[src/rtl/core/salc_pkg.sv]
package salc_pkg;

  // Geometry of the cache storage.
  localparam int MAX_SET_BITS = 6;
  localparam int MAX_WAYS     = 8;
  localparam int ADDRESS_BITS = 64;

  localparam int SETS         = 1 << MAX_SET_BITS;
  localparam int WAY_IDX_BITS = (MAX_WAYS > 1) ? $clog2(MAX_WAYS) : 1;
  localparam int WAY_CNT_BITS = $clog2(MAX_WAYS + 1);
  localparam int SHIFT_BITS   = 7;

  localparam logic [31:0] COUNT_MAX = 32'hFFFF_FFFF;

  // Access kinds carried on the action field.
  localparam logic [1:0] ACT_LOAD   = 2'd0;
  localparam logic [1:0] ACT_STORE  = 2'd1;
  localparam logic [1:0] ACT_MODIFY = 2'd2;
  localparam logic [1:0] ACT_IFETCH = 2'd3;

  // Register indexes on the configuration port (word address).
  localparam logic [1:0] REG_SET_BITS    = 2'd0;
  localparam logic [1:0] REG_WAYS        = 2'd1;
  localparam logic [1:0] REG_OFFSET_BITS = 2'd2;

  // One set row: a valid bit and a tag per way, way 0 the oldest.
  typedef struct packed {
    logic [MAX_WAYS-1:0]                   valid;
    logic [MAX_WAYS-1:0][ADDRESS_BITS-1:0] tag;
  } row_t;

  // Outcome of one lookup.
  typedef struct packed {
    logic hit;
    logic miss;
    logic evict;
  } lookup_t;

endpackage

[src/rtl/core/salc_row_update.sv]
module salc_row_update (
  input  salc_pkg::row_t                          row_in,
  input  logic [salc_pkg::ADDRESS_BITS-1:0]       tag,
  input  logic [salc_pkg::WAY_CNT_BITS-1:0]       ways,
  output salc_pkg::row_t                          row_out,
  output salc_pkg::lookup_t                       flags
);

  logic [salc_pkg::MAX_WAYS-1:0]                             match;
  logic [salc_pkg::MAX_WAYS-1:0]                             stop;
  logic [salc_pkg::MAX_WAYS-1:0]                             valid_up;
  logic [salc_pkg::MAX_WAYS-1:0][salc_pkg::ADDRESS_BITS-1:0] tag_up;
  logic [salc_pkg::WAY_IDX_BITS-1:0]                         pos;
  logic [salc_pkg::WAY_IDX_BITS-1:0]                         last;
  logic                                                      found;

  // Neighbor one way younger, used when the gap is closed.
  assign valid_up = row_in.valid >> 1;
  assign tag_up   = row_in.tag >> salc_pkg::ADDRESS_BITS;

  always_comb begin
    // Each way in use matches on an empty line or an equal tag.
    for (int w = 0; w < salc_pkg::MAX_WAYS; w++) begin
      match[w] = (w < int'(ways)) && (!row_in.valid[w] || (row_in.tag[w] == tag));
    end
    found = |match;

    // The first matching way is where the access lands; a full miss evicts way 0.
    pos = '0;
    for (int w = salc_pkg::MAX_WAYS - 1; w >= 0; w--) begin
      if (match[w]) begin
        pos = salc_pkg::WAY_IDX_BITS'(w);
      end
    end
    if (!found) begin
      pos = '0;
    end

    // The shift stops at the last way in use or before an empty line.
    for (int k = 0; k < salc_pkg::MAX_WAYS; k++) begin
      stop[k] = ((k + 1) >= int'(ways)) || !valid_up[k];
    end
    last = pos;
    for (int k = salc_pkg::MAX_WAYS - 1; k >= 0; k--) begin
      if (stop[k] && (k >= int'(pos))) begin
        last = salc_pkg::WAY_IDX_BITS'(k);
      end
    end

    // Ways between the landing spot and the stop move one step older,
    // and the accessed tag becomes the most recent line.
    row_out = row_in;
    for (int w = 0; w < salc_pkg::MAX_WAYS; w++) begin
      if ((w >= int'(pos)) && (w < int'(last))) begin
        row_out.tag[w]   = tag_up[w];
        row_out.valid[w] = valid_up[w];
      end else if (w == int'(last)) begin
        row_out.tag[w]   = tag;
        row_out.valid[w] = 1'b1;
      end
    end

    flags.hit   = found && row_in.valid[pos];
    flags.miss  = !flags.hit;
    flags.evict = !found;
  end

endmodule

[config.mk]
export PLATFORM = sky130hd
export DESIGN_NAME = salc_row_update
export DESIGN_NICKNAME = d
export VERILOG_FILES = /design/src/rtl/core/salc_pkg.sv /design/src/rtl/core/salc_row_update.sv
export SDC_FILE = /design/constraint.sdc
export NUM_CORES = 1
export LEC_CHECK = 0
export ABC_AREA = 1
export BUFFER_PORTS_ARGS = -buffer_cell sky130_fd_sc_hd__buf_2
export CAP_MARGIN = 30
export CORE_AREA = 2 2 432 434
export DETAILED_ROUTE_END_ITERATION = 6
export DIE_AREA = 0 0 434 436
export PLACE_DENSITY = 0.37
export SLEW_MARGIN = 15
export SYNTH_ARGS = -nofsm -noshare
export SYNTH_HDL_FRONTEND = slang
export SYNTH_SLANG_ARGS = --single-unit
[constraint.sdc]
create_clock -name vclk -period 4.1
set_clock_uncertainty 0.1 [all_clocks]
set_input_delay 0.615 -clock vclk [all_inputs]
set_output_delay 0.615 -clock vclk [all_outputs]
set_load 0.01 [all_outputs]
### After elaboration in Yosys (flattened, before gate mapping)

Cells that the tools add are included.

* bits in registers: 0
* output and inout port bits: 523
* word-level logic and storage cells: 143

* $lt $le $gt $ge: 30
* eq/ne operators: 15
* muxes and demuxes: 48
* reduce and logical (&&, ||, !) cells: 50

Operators by type and width (count)
* 64-bit 2-to-1 mux: 15
* 64-bit == test: 8
* 3-bit 2-to-1 mux: 15
* 1-bit logical AND: 23
* 1-bit 2-to-1 mux: 17
* 3-bit by 4-bit >= comparator with 1-bit output (first input constant): 4
* 3-bit by 4-bit < comparator with 1-bit output (first input constant): 4
* 1-bit logical OR: 15
* 3-bit == test (first input constant): 4
* 1-bit zero test: 10
* 3-bit >= comparator (first input constant): 3
* 3-bit < comparator (first input constant): 3
* 2-bit by 4-bit >= comparator with 1-bit output (first input constant): 2
* 1-bit by 4-bit < comparator with 1-bit output (first input constant): 2
* 2-bit by 4-bit < comparator with 1-bit output (first input constant): 2
* 8-bit OR reduction: 1
* 2-bit by 3-bit == test with 1-bit output (first input constant): 2
* 1-bit by 3-bit >= comparator with 1-bit output (first input constant): 2
* 2-bit by 3-bit >= comparator with 1-bit output (first input constant): 2
* 1-bit by 3-bit < comparator with 1-bit output (first input constant): 2
* 2-bit by 3-bit < comparator with 1-bit output (first input constant): 2
* 1-bit by 4-bit >= comparator with 1-bit output (first input constant): 1
* 3-bit by 4-bit < comparator with 1-bit output (second input constant): 1
* 1-bit binary-select mux with 3-bit select: 1
* 2 further kinds: 2

### Longest topological paths before layout

* word-level depth: 24
* depth in mapped cells: 32

### Worst setup path after synthesis

Ideal clock, no wire load.

* path type: input port to output port
* start point: in tag[62] (netlist name)
* end point: out row_out[199] (netlist name)
* arrival: 3308 ps
* data required time: 3385 ps
* path slack: 77 ps
* cell stages on the path: 24
* path through: buf_2 > xor2_1 > nor2_1 > nand2_1 > nor2_1 > nand2_1 > nor2_1 > nand2_1 > nand2_1 > nand2_1 > nand2_1 > nor2_1 > a21oi_4 > nand2_4 > nand2_1 > nand2_1 > nand2_2 > nand4_4 > nor2_1 > inv_2 > buf_2 > buf_2 > buf_6 > a31oi_1

RTL lines
* start, declared: RTL line salc_row_update.sv:3 `input logic [salc_pkg::ADDRESS_BITS-1:0] tag,`
* end, declared: RTL line salc_row_update.sv:5 `output salc_pkg::row_t row_out,`

==> metrics <==
final setup fails=521; CLK BUF=0; switching share of power=0.579; GP Congestion=0.986; Tot Pwr=7.19 mW; switching pwr=4.16 mW; most frequent cells in the layout=nand2_1 (1071), buf_2 (922), buf_4 (912), nor2_1 (314), inv_1 (303); routed wl met2=127 mm; critical path fanouts, max=11; Global Route Usage Sum=0.251; Finished Layout Cells=8350; CORE AREA=0.185 mm2; Mapped Cells=3792; Syn. warnings=0; max layer used=met5; Worst Setup Slack, final=-0.863 ns; Worst Tran Pin Value=0.705 ns; global-route wire length before repair=322 mm; area of the mapped netlist=0.0186 mm2; Final period util=1.21; pin count of the biggest net entering global routing=66; Setup crit start=tag[3]; post-layout min period=4.96 ns; drt wl/cell=31.2 um; Initial Util=0.101; Initial DRC Count=3093; Worst path max stage delay=0.24 ns; vias per std cell=4.33; Critical Path Sink Type=output pin; Die Width=434 um; Worst Path Arrival=4.25 ns; drt pass-1 iters=6; P_leak=21.9 nW; worst vdd ir=0.0895 mV; CP startpoint kind=input pin; Fin. Hold Viols=0; commonest non-fill, non-tap cell in the layout=nand2_1; DP Cell Count=8135; wire length on met3=16.8 mm; combinational share of power=1.000; hpwl dp=210 mm; CP Class=in -> out; Int Power=3.03 mW; M1 WL=104 mm; Die Ht=436 um; setup tns final=-366.53 ns; vias in the first global route=34317; Max Cap Viol=0; Final Max Tran Viols=0; post-synth top area share=0.261; relative slew slack=0.530; grt ovf=0; Layout Area Growth over Synthesis=135%; clock group share of total power=0; CP max stage cell=a21oi_4; synthesized net count=4380; fin nets=6412; Max Clk Rate=202 MHz; Worst Path Required=3.38 ns; hold_buf cts=0; Filler cells=21186; register cell area after layout=0 um2; Synth cell types=37; multi-input logic area=0.0196 mm2; status=complete, but fails checks; most used cell, CP=nand2_2; pwr/cell area=164 mW/mm2; failing checks=negative setup slack; area leader, netlist=nand2_1; RSZ-0062 raised after global routing=yes; row count=158; Syn Area/Cell=4.90 um2; post-place setup slack=-1.83 ns; sequential power share=0; final core occ=0.237; # port buffers=1110; FFs & Latches=0; Die ar.=0.189 mm2; IO Pins=1111; top post-synthesis cells by area=nand2_1 (26%), xnor2_1 (16%), nand3_1 (9.4%), nor2_1 (8.8%), nand4_1 (7.0%); share of cells above drive strength 1=0.512; hold_sp=row_in[412]; DR vias=36154; initial antenna violation count=104; Post-route DRC=0; Routed WL=261 mm; Hold WC Path Type=in -> out; Seq/Total Area, Yosys=0; post-route ant nets=0
==> per-layer routing <==
layer,global-route usage,vias to the layer above
li1,-,16391
met1,0.308,17611
met2,0.440,1715
met3,0.0378,427
met4,0.0883,10
met5,0,-
==> synthesized netlist by cell type (22+ instances only) <==
cell type  count
inv_1        317
buf_4         22
xnor2_1      330
clkbuf_1     119
a31oi_1      138
nor2_1       434
nand2_1     1292
o211ai_1      56
buf_2        141
nand4_1      209
xor2_1        87
nand3_1      349
o21ai_0       26
o21ai_1      147
==> final timing paths <==
| kind | end | slack, ns | depth (start not counted) |
|---|---|---|---|
| worst max-delay path | row_out[430] | -0.86 | 31 |
| worst min-delay path | row_out[348] | 1.50 | 4 |
==> per-stage QoR <==
| step | hold WS [ns] | area [um2] |
|---|---|---|
| 2_1_floorplan | 1.25 | 18600 |
| 3_3_place_gp | 1.50 | 35300 |
| 3_5_place_dp | 1.49 | 35300 |
| 4_1_cts | 1.50 | 39300 |
| 5_1_grt | 1.51 | 43700 |
| 6_report | 1.50 | 43700 |
==> worst max-delay path, delay by kind of cell <==
kind | cells | cell delay (ns)
buffers and inverters | 11 | 1.57
AO/OA/AOI/OAI | 2 | 0.43
AND/OR/NAND/NOR | 17 | 1.43
XOR/XNOR | 1 | 0.13
==> kinds of logic after synthesis <==
kind of cell,Yosys count,share of synthesized area
other cells,1,0.000202
compound gates,405,0.131
xor+xnor,417,0.196
buf+inv,642,0.145
simple gates,2327,0.528
==> power by group through the flow <==
stage / combinational (mW) / sequential, mW / clock, mW
floorplan: 2.15 / 0 / 0
global placement: 5.86 / 0 / 0
detailed placement: 5.82 / 0 / 0
CTS: 6.49 / 0 / 0
global route: 7.52 / 0 / 0.00000115
finish: 7.19 / 0 / 0.00000128
==> layout make-up <==
type                       instances  share of cell area
timing repair buffer            2334               0.448
multi-input combinational       3151               0.448
tap                             2480              0.0710
inverter                         337              0.0305
antenna                           48             0.00275
==> repair_timing <==
item / 4_1_cts / 5_1_grt
gates resized for setup: 645 / 739
pin swaps: 124 / 161
setup buffers: 83 / 52
endpoints found under the setup margin: 522 / 521
gates cloned: 20 / 36
Note: power is estimated with default switching activity, not from simulation.
